### src/design/scar_pkg.sv
`timescale 1ns / 1ps
package scar_pkg;

  localparam int GEOM_W   = 49;
  localparam int ROW_W    = 32;
  localparam int RSTART_W = 36;
  localparam int OFFS_W   = 37;
  localparam int CRD_W    = 10;
  localparam int NPTS     = 7;

  localparam logic [1:0] REG_AXIS_X = 2'd0;
  localparam logic [1:0] REG_AXIS_Y = 2'd1;
  localparam logic [1:0] REG_AXIS_Z = 2'd2;
  localparam logic [1:0] REG_BLOCK  = 2'd3;

  typedef enum logic [2:0] {
    ST_IDLE,
    ST_NBR,
    ST_SORT,
    ST_EMIT
  } state_t;

  // Signed stencil offsets in model order.
  function automatic logic signed [2:0] nbr_delta(input logic [2:0] s, input logic [1:0] a);
    logic signed [2:0] d;
    d = 3'sd0;
    case (s)
      3'd0: if (a == 2'd2) d = -3'sd1;
      3'd1: if (a == 2'd1) d = -3'sd1;
      3'd2: if (a == 2'd0) d = -3'sd1;
      3'd4: if (a == 2'd0) d = 3'sd1;
      3'd5: if (a == 2'd1) d = 3'sd1;
      3'd6: if (a == 2'd2) d = 3'sd1;
      default: d = 3'sd0;
    endcase
    return d;
  endfunction

endpackage

### src/design/scar_point.sv
`timescale 1ns / 1ps
// Evaluates one stencil point: wrap, on-grid test, per-axis offset outside
// the owned box. Combinational; the sequencer registers the results.
// Selection 7 is the vertex itself, taken as given and never wrapped.
module scar_point import scar_pkg::*; #(
  parameter int SH_W = 11,
  parameter int P_W  = 11
) (
  input  logic [SH_W-1:0]   sh [3],
  input  logic [15:0]       st [3],
  input  logic [15:0]       wd [3],
  input  logic [2:0]        wr,
  input  logic [CRD_W-1:0]  vp [3],
  input  logic [2:0]        sel,
  output logic              ok,
  output logic signed [19:0] off [3],
  output logic [P_W-1:0]    p [3]
);

  always_comb begin
    logic signed [19:0] q, lo, hi, s;
    ok = 1'b1;
    for (int a = 0; a < 3; a++) begin
      s  = 20'(signed'({1'b0, sh[a]}));
      q  = 20'(signed'({1'b0, vp[a]})) + 20'(nbr_delta(sel, 2'(a)));
      if (wr[a] && sel != 3'd7) begin
        if (q < 0) q = q + s;
        else if (q >= s) q = q - s;
      end
      if (q < 0 || q >= s) ok = 1'b0;
      lo = 20'(signed'({1'b0, st[a]}));
      hi = lo + 20'(signed'({1'b0, wd[a]})) - 20'sd1;
      off[a] = 20'sd0;
      if (q < lo) off[a] = q - lo;
      if (q > hi) off[a] = q - hi;
      p[a] = q[P_W-1:0];
    end
  end

endmodule

### src/design/stencil_color_adjacency_rows_core.sv
`timescale 1ns / 1ps
// Sequence: the vertex is taken while idle, then one shared multiply-add unit runs
// 4 steps each for the vertex itself and the 7 stencil points, then 7 sort
// passes, then one result per cycle while out_ready is high, up to 63 results.
// in_ready is high only while idle, so a new vertex waits until all results of the
// previous one are out.
// Reset (synchronous, rst_n low) restores default geometry, block_size 1,
// clears the running offset and idles the sequencer.
module stencil_color_adjacency_rows_core import scar_pkg::*; #(
  parameter int AXIS_MAX = 1024
) (
  input  logic                clk,
  input  logic                rst_n,
  input  logic                cfg_we,
  input  logic [1:0]          cfg_index,
  input  logic [GEOM_W-1:0]   cfg_data,
  input  logic                in_valid,
  output logic                in_ready,
  input  logic [CRD_W-1:0]    in_vertex_x,
  input  logic [CRD_W-1:0]    in_vertex_y,
  input  logic [CRD_W-1:0]    in_vertex_z,
  input  logic                in_restart,
  output logic                out_valid,
  input  logic                out_ready,
  output logic [ROW_W-1:0]    out_row,
  output logic [RSTART_W-1:0] out_row_start,
  output logic [ROW_W-1:0]    out_column,
  output logic                out_last_in_row,
  output logic                out_last
);

  localparam int SH_W = $clog2(AXIS_MAX + 1);
  localparam int P_W  = (SH_W > CRD_W) ? SH_W : CRD_W;
  localparam logic [15:0] AXMAX16 = 16'(AXIS_MAX);

  // Configuration registers.
  logic [GEOM_W-1:0] geo_r [3];
  logic [1:0]        bs_r;
  logic [OFFS_W-1:0] offs_r, offs_nxt;

  always_ff @(posedge clk) begin
    if (!rst_n) begin
      for (int a = 0; a < 3; a++) geo_r[a] <= GEOM_W'(64'd4294967297);
      bs_r <= 2'd1;
    end else if (cfg_we) begin
      case (cfg_index)
        REG_AXIS_X: geo_r[0] <= cfg_data;
        REG_AXIS_Y: geo_r[1] <= cfg_data;
        REG_AXIS_Z: geo_r[2] <= cfg_data;
        REG_BLOCK:  bs_r     <= cfg_data[1:0];
        default:    bs_r     <= bs_r;
      endcase
    end
  end

  logic [SH_W-1:0] sh [3];
  logic [15:0]     st [3], wd [3];
  logic [2:0]      wr;
  always_comb begin
    for (int a = 0; a < 3; a++) begin
      sh[a] = (geo_r[a][15:0] > AXMAX16) ? SH_W'(AXIS_MAX) : geo_r[a][SH_W-1:0];
      st[a] = geo_r[a][31:16];
      wd[a] = geo_r[a][47:32];
      wr[a] = geo_r[a][48];
    end
  end

  // Sequencer state.
  state_t          state_r, state_nxt;
  logic [CRD_W-1:0] vp_r [3];
  logic [2:0]      pt_r, pt_nxt;     // stencil point, 7 = vertex itself for colour
  logic [1:0]      ph_r, ph_nxt;     // step within a point
  logic signed [49:0] acc_r, acc_nxt;
  logic signed [49:0] col_r, col_nxt;
  logic signed [49:0] vcol_r, vcol_nxt;
  logic [47:0]     idx_r, idx_nxt;
  logic            ok_r, ok_nxt;
  logic [47:0]     kept_r [NPTS];
  logic [2:0]      nk_r, nk_nxt;
  logic [2:0]      si_r, si_nxt;
  logic [ROW_W-1:0] vrow_r, vrow_nxt;
  logic [1:0]      c_r, c_nxt, c2_r, c2_nxt;
  logic [2:0]      ei_r, ei_nxt;
  logic [RSTART_W-1:0] rs_r, rs_nxt;
  logic            kwr;
  logic [2:0]      sort_k;

  // Point evaluation; selection 7 is the vertex itself, taken unwrapped for its
  // colour and row.
  logic [2:0]      psel;
  logic            p_ok;
  logic signed [19:0] p_off [3];
  logic [P_W-1:0]  p_crd [3];
  assign psel = pt_r;

  scar_point #(.SH_W(SH_W), .P_W(P_W)) u_point (
    .sh(sh), .st(st), .wd(wd), .wr(wr), .vp(vp_r), .sel(psel),
    .ok(p_ok), .off(p_off), .p(p_crd)
  );

  // Shared multiply-add: mul_a * mul_b + mul_c.
  logic signed [34:0] mul_a;
  logic signed [17:0] mul_b;
  logic signed [49:0] mul_c, mul_y;
  logic signed [17:0] c0, c1;
  assign c0 = 18'(signed'({1'b0, sh[0]})) - 18'(signed'({2'b0, wd[0]})) + 18'sd1;
  assign c1 = 18'(signed'({1'b0, sh[1]})) - 18'(signed'({2'b0, wd[1]})) + 18'sd1;
  assign mul_y = 50'(mul_a * mul_b) + mul_c;

  always_comb begin
    mul_a = '0; mul_b = '0; mul_c = '0;
    case (ph_r)
      2'd0: begin mul_a = 35'(p_off[2]); mul_b = c1; mul_c = 50'(p_off[1]); end
      2'd1: begin mul_a = 35'(acc_r); mul_b = c0; mul_c = 50'(p_off[0]); end
      2'd2: begin
        mul_a = 35'(signed'({1'b0, p_crd[2]})); mul_b = 18'(signed'({1'b0, sh[1]}));
        mul_c = 50'(signed'({1'b0, p_crd[1]}));
      end
      default: begin
        mul_a = 35'(acc_r); mul_b = 18'(signed'({1'b0, sh[0]}));
        mul_c = 50'(signed'({1'b0, p_crd[0]}));
      end
    endcase
  end

  // Next-state logic.
  always_comb begin
    state_nxt = state_r;
    case (state_r)
      ST_IDLE: if (in_valid) state_nxt = ST_NBR;
      ST_NBR:  if (ph_r == 2'd3 && pt_r == 3'd6) state_nxt = ST_SORT;
      ST_SORT: if (si_r == 3'd6) state_nxt = (nk_r == 3'd0 || bs_r == 2'd0) ? ST_IDLE : ST_EMIT;
      ST_EMIT: if (out_ready && out_last) state_nxt = ST_IDLE;
      default: state_nxt = ST_IDLE;
    endcase
  end

  // Datapath control.
  always_comb begin
    pt_nxt = pt_r; ph_nxt = ph_r; acc_nxt = acc_r; col_nxt = col_r; vcol_nxt = vcol_r;
    idx_nxt = idx_r; ok_nxt = ok_r; nk_nxt = nk_r; si_nxt = si_r; vrow_nxt = vrow_r;
    c_nxt = c_r; c2_nxt = c2_r; ei_nxt = ei_r; rs_nxt = rs_r; offs_nxt = offs_r;
    kwr = 1'b0; sort_k = 3'd0;
    case (state_r)
      ST_IDLE: if (in_valid) begin
        pt_nxt = 3'd7; ph_nxt = 2'd0; nk_nxt = 3'd0; si_nxt = 3'd0;
        if (in_restart) offs_nxt = '0;
      end
      ST_NBR: begin
        ph_nxt = ph_r + 2'd1;
        case (ph_r)
          2'd0: begin acc_nxt = mul_y; ok_nxt = p_ok; end
          2'd1: col_nxt = mul_y;
          2'd2: acc_nxt = mul_y;
          default: begin
            idx_nxt = 48'(mul_y);
            if (pt_r == 3'd7) begin
              vcol_nxt = col_r;
              vrow_nxt = ROW_W'(mul_y);
              pt_nxt = 3'd0;
            end else begin
              kwr = ok_r && (col_r == vcol_r);
              if (kwr) nk_nxt = nk_r + 3'd1;
              pt_nxt = pt_r + 3'd1;
            end
          end
        endcase
      end
      ST_SORT: begin
        // Odd-even transposition: 7 passes over at most 7 entries.
        si_nxt = si_r + 3'd1;
        sort_k = si_r;
        if (si_r == 3'd6) begin
          c_nxt = 2'd0; c2_nxt = 2'd0; ei_nxt = 3'd0;
          rs_nxt = offs_r[RSTART_W-1:0];
          vrow_nxt = ROW_W'(vrow_r * ROW_W'(bs_r));
        end
      end
      ST_EMIT: if (out_ready) begin
        offs_nxt = offs_r + OFFS_W'(1);
        if (c2_r == bs_r - 2'd1) begin
          c2_nxt = 2'd0;
          if (ei_r == nk_r - 3'd1) begin
            ei_nxt = 3'd0;
            c_nxt = c_r + 2'd1;
            rs_nxt = offs_nxt[RSTART_W-1:0];
          end else ei_nxt = ei_r + 3'd1;
        end else c2_nxt = c2_r + 2'd1;
      end
      default: ;
    endcase
  end

  always_ff @(posedge clk) begin
    if (!rst_n) begin
      state_r <= ST_IDLE;
      offs_r  <= '0;
    end else begin
      state_r <= state_nxt;
      offs_r  <= offs_nxt;
    end
  end

  // Payload registers; kept list filled in order, then sorted in place.
  always_ff @(posedge clk) begin
    pt_r <= pt_nxt; ph_r <= ph_nxt; acc_r <= acc_nxt; col_r <= col_nxt;
    vcol_r <= vcol_nxt; idx_r <= idx_nxt; ok_r <= ok_nxt; nk_r <= nk_nxt;
    si_r <= si_nxt; vrow_r <= vrow_nxt; c_r <= c_nxt; c2_r <= c2_nxt;
    ei_r <= ei_nxt; rs_r <= rs_nxt;
    if (state_r == ST_IDLE && in_valid) begin
      vp_r[0] <= in_vertex_x; vp_r[1] <= in_vertex_y; vp_r[2] <= in_vertex_z;
    end
    if (kwr) kept_r[nk_r] <= idx_nxt;
    if (state_r == ST_SORT) begin
      for (int j = 0; j < NPTS - 1; j++) begin
        if ((j % 2) == int'(sort_k[0]) && (j + 1) < int'(nk_r)
            && kept_r[j] > kept_r[j+1]) begin
          kept_r[j]   <= kept_r[j+1];
          kept_r[j+1] <= kept_r[j];
        end
      end
    end
  end

  // Result outputs.
  logic end_row;
  assign end_row = (ei_r == nk_r - 3'd1) && (c2_r == bs_r - 2'd1);
  assign in_ready = (state_r == ST_IDLE);
  assign out_valid = (state_r == ST_EMIT);
  assign out_row = vrow_r + ROW_W'(c_r);
  assign out_row_start = rs_r;
  assign out_column = ROW_W'(kept_r[ei_r]) * ROW_W'(bs_r) + ROW_W'(c2_r);
  assign out_last_in_row = end_row;
  assign out_last = end_row && (c_r == bs_r - 2'd1);

endmodule

### config.mk
export PLATFORM = sky130hd
export DESIGN_NAME = stencil_color_adjacency_rows_core
export DESIGN_NICKNAME = d
export VERILOG_FILES = /design/src/design/scar_pkg.sv /design/src/design/scar_point.sv /design/src/design/stencil_color_adjacency_rows_core.sv
export SDC_FILE = /design/constraint.sdc
export NUM_CORES = 2
export LEC_CHECK = 0
export BUFFER_PORTS_ARGS = -buffer_cell sky130_fd_sc_hd__buf_2
export CORE_ASPECT_RATIO = 1.25
export CORE_MARGIN = 10
export CORE_UTILIZATION = 60
export DETAILED_ROUTE_END_ITERATION = 10
export PLACE_DENSITY = 0.77
export SYNTH_ARGS = -nofsm -noshare
export SYNTH_HDL_FRONTEND = slang
export SYNTH_SLANG_ARGS = --single-unit
### constraint.sdc
create_clock -name clk -period 28.7 [get_ports clk]
set_clock_uncertainty 0.15 [all_clocks]
set_input_delay 7.175 -clock clk [delete_from_list [all_inputs] [get_ports clk]]
set_output_delay 7.175 -clock clk [all_outputs]
set_load 0.005 [all_outputs]
==> run_results.csv <==
group,metric,value,unit
status,run_status,"finished clean",
global_route,pin_count_of_the_biggest_net_entering_global_routing,113,
clock_tree,tritoncts,"yes",
global_route,grt_pass1_wl,443,mm
timing,timing.final.crit_share,0.601,
floorplan,die-area,160000,um^2
synthesis,ys_async_sr_fraction,0,
place,placed_cell_area,90000,um^2
run,maxCapViolations,0,
routing,drt_first_iter_violations,7671,
synthesis,post_synth_instance_area,86700,um^2
clock_tree,postCtsHoldBufs,0,
place,detailed_place_hpwl,224,mm
global_route,grt_total_usage,0.361,
clock_tree,numCtsBuffers,92,
global_route,grt_antenna_before_repair,12,
clock_tree,worst_skew_pair.late_latency,0.75,ns
synthesis,synth-seq-cells,858,
synthesis,post_synth_inst_count,9233,
global_route,overflow,0,
synthesis,synth.yosys.seq_area_share,0.287,
floorplan,die_span_x,360,um
synthesis,count_of_unique_library_cells_instantiated_by_yosys,95,
routing,drt-total-wl,294,mm
worst_setup_path,ff2ff_setup_slack,11.47,ns
worst_setup_path,crit_fanout,18,
clock_tree,clkTransAtPathRegs,0.06,ns
timing,max_freq,58.0,MHz
clock_tree,clock_path_buffers,3,
timing,slew_headroom,0.170,
layout,finalNetCount,10900,
worst_setup_path,critPathRequiredTime,28.99,ns
floorplan,design.portCount,191,
floorplan,initial_utilization,0.606,
timing,tns,0,ns
routing,drt_drc_violations_left,0,
clock_tree,cts_num_sinks,858,
layout,drive_above_1_share,0.0694,
layout,multi_input_comb_area,56300,um^2
place,dp_cells,11100,
synthesis,synth-edff-count,767,
worst_setup_path,reg2reg_depth,49,
worst_setup_path,setup.worst_path.end_class,"flip-flop",
timing,hold_slack,0.290,ns
synthesis,syn_avg_cell_area,9.39,um^2
clock_tree,cts.repair.resized,0,
floorplan,dieHeight,445,um
global_route,grt_pass1_vias,73100,
layout,instances_no_fill,11300,
worst_setup_path,crit_slowest_cell,"a21oi_1",
routing,route.detailed.wl_per_inst,26.1,um
synthesis,synthFlopType,"edfxtp_1",
routing,pre_antenna_drt_iters,9,
timing,grt_setup_unrepaired,"false",
layout,area_delta_synth_final,7.50,%
timing,finalHoldViolCount,0,
floorplan,placement_rows,155,
routing,antenna_left,0,
synthesis,ys.warnings.count,0,
timing,final_max_slew_viol_count,0,
min_path,min_path_type,"reg2reg",
layout,most_common_cell_after_layout_fill_and_taps_aside,"inv_1",
timing,max_slew.worst_pin.slew,1.24,ns
synthesis,mappedNetlistNets,10800,
layout,sequential_cell_area,24900,um^2
routing,detail_route.vias_per_cell,6.41,
worst_setup_path,endpoint_of_the_worst_slack_reg_to_reg_timing_path,"kept_r[2][32]",
clock_tree,clockRootBuffer,"clkbuf_16",
worst_setup_path,critical_path.max_stage_delay,0.91,ns
worst_setup_path,arrival,17.52,ns
place,gp_routability_congestion,1.02,
layout,cell_area_after_layout,93200,um^2
floorplan,placeableCoreArea,143000,um^2
worst_setup_path,worstSetupStartpointType,"flip-flop",
worst_setup_path,critical_path.startpoint,"psel[2]",
layout,most_used_cells_in_the_layout_excluding_fill_and_tap_cells,"inv_1 (1203), nand2_1 (984), ha_1 (844)",
worst_setup_path,worstSetupEndpoint,"kept_r[2][32]",
clock_tree,cts-htree-levels,3,
routing,num_vias,72300,
worst_setup_path,timing.setup.critical_path_class,"reg2reg",
timing,setup-violations-final,0,
place,io_buffer_count,190,
layout,layout.filler_cells,11400,
clock_tree,post-cts-setup-buffer-count,0,
worst_setup_path,crit-reg2reg-launch,"psel[2]",
timing,finalCriticalPeriod,17.23,ns
-- layout make-up --
type | instances | share of cell area
multi-input cells | 6825 | 0.605
flip-flops and latches | 858 | 0.267
inverters | 1210 | 0.0487
clock buffers | 118 | 0.0271
well taps | 1884 | 0.0253
repair buffers | 311 | 0.0201
clock inverters | 53 | 0.00708
diodes | 9 | 0.000242
-- registers in the layout (all words and copies together) (netlist names), named ones only --
signal and flops:
ei_r 3, ph_r 2, acc_r 35, bs_r 2, si_r 3, c_r 2
offs_r 36, vp_r 30, c2_r 2, state_r 2, idx_r 48, geo_r 147
vrow_r 32, psel 3, col_r 50, vcol_r 50, nk_r 3, ok_r 1
kept_r 368, out_row_start 36
-- per-layer routing --
layer  vias to the layer above  global-route usage  routed length, um
li1                      32000                   -                  -
met4                         8               0.279              27400
met1                     35100               0.410             102000
met5                         -                   0                 54
met3                      1178              0.0644              25700
met2                      3964               0.602             139000
-- worst min path at each step --
| stage | slack [ns] | cells after the start | from | endpoint |
|---|---|---|---|---|
| after floorplan | 0.28 | 0 | col_r[29] | vcol_r[29] |
| after global placement | 0.29 | 0 | col_r[47] | vcol_r[47] |
| after detailed placement | 0.28 | 0 | col_r[47] | vcol_r[47] |
| after CTS | 0.30 | 0 | col_r[16] | vcol_r[16] |
| after global routing | 0.32 | 0 | col_r[29] | vcol_r[29] |
| final | 0.29 | 0 | col_r[2] | vcol_r[2] |
-- stage by stage --
stage / utilization / setup slack, ns
2_1_floorplan: - / 10.39
3_3_place_gp: 0.629 / 12.32
3_5_place_dp: 0.629 / 11.77
4_1_cts: 0.651 / 11.72
5_1_grt: 0.651 / 10.54
6_report: 0.651 / 11.47
-- cells by family (layout without fill, tap and decap cells) --
family                   after synthesis  in the layout  synth area share
flip-flops                           858            858             0.287
other                                  0              9                 0
buffers and inverters               1550           1692            0.0675
adder cells (fa/ha/maj)             1485           1485             0.270
XOR/XNOR                             461            461            0.0466
AO/OA/AOI/OAI                       2011           2011             0.149
multiplexers                         279            279            0.0418
AND/OR/NAND/NOR                     2589           2589             0.139
-- Yosys cell counts (14+ instances only) --
| library cell | instances | share of area |
|---|---|---|
| a2111oi_0 | 21 | 0.0021 |
| a211o_1 | 14 | 0.0014 |
| a211oi_1 | 34 | 0.0029 |
| a21boi_0 | 16 | 0.0014 |
| a21o_1 | 238 | 0.021 |
| a21oi_1 | 579 | 0.033 |
| a221o_1 | 22 | 0.0025 |
| a221oi_1 | 16 | 0.0016 |
| a22o_1 | 50 | 0.0051 |
| a22oi_1 | 56 | 0.0049 |
| a31oi_1 | 36 | 0.0026 |
| and2_1 | 226 | 0.016 |
| and3_1 | 51 | 0.0037 |
| buf_1 | 32 | 0.0014 |
| buf_2 | 29 | 0.0017 |
| clkbuf_1 | 279 | 0.012 |
| dfxtp_1 | 91 | 0.021 |
| edfxtp_1 | 767 | 0.27 |
| fa_1 | 641 | 0.15 |
| ha_1 | 844 | 0.12 |
| inv_1 | 1204 | 0.052 |
| mux2_2 | 23 | 0.0030 |
| mux2i_1 | 192 | 0.022 |
| mux4_2 | 64 | 0.017 |
| nand2_1 | 986 | 0.043 |
| nand2b_1 | 103 | 0.0074 |
| nand3_1 | 137 | 0.0079 |
| nand4_1 | 110 | 0.0079 |
| nor2_1 | 595 | 0.026 |
| nor2b_1 | 97 | 0.0070 |
| nor3_1 | 139 | 0.0080 |
| nor4_1 | 45 | 0.0032 |
| o211ai_1 | 25 | 0.0022 |
| o21a_1 | 113 | 0.0098 |
| o21ai_0 | 444 | 0.026 |
| o21ai_1 | 26 | 0.0015 |
| o21bai_1 | 76 | 0.0066 |
| o221ai_1 | 15 | 0.0015 |
| o22ai_1 | 51 | 0.0037 |
| o31ai_1 | 35 | 0.0030 |
| or3_1 | 32 | 0.0023 |
| xnor2_1 | 300 | 0.030 |
| xor2_1 | 161 | 0.016 |
-- critical path, delay by kind of cell (launching register included) --
family / cells / cell delay [ns]
multiplexers: 2 / 0.69
AND/OR/NAND/NOR: 7 / 1.65
AO/OA/AOI/OAI: 23 / 8.14
XOR/XNOR: 2 / 0.61
flip-flops: 1 / 0.66
adder cells (fa/ha/maj): 12 / 4.80
buffers and inverters: 3 / 0.21
Power is not shown: default switching activity piles up to over one toggle a cycle in this logic, so the estimate is an artifact.
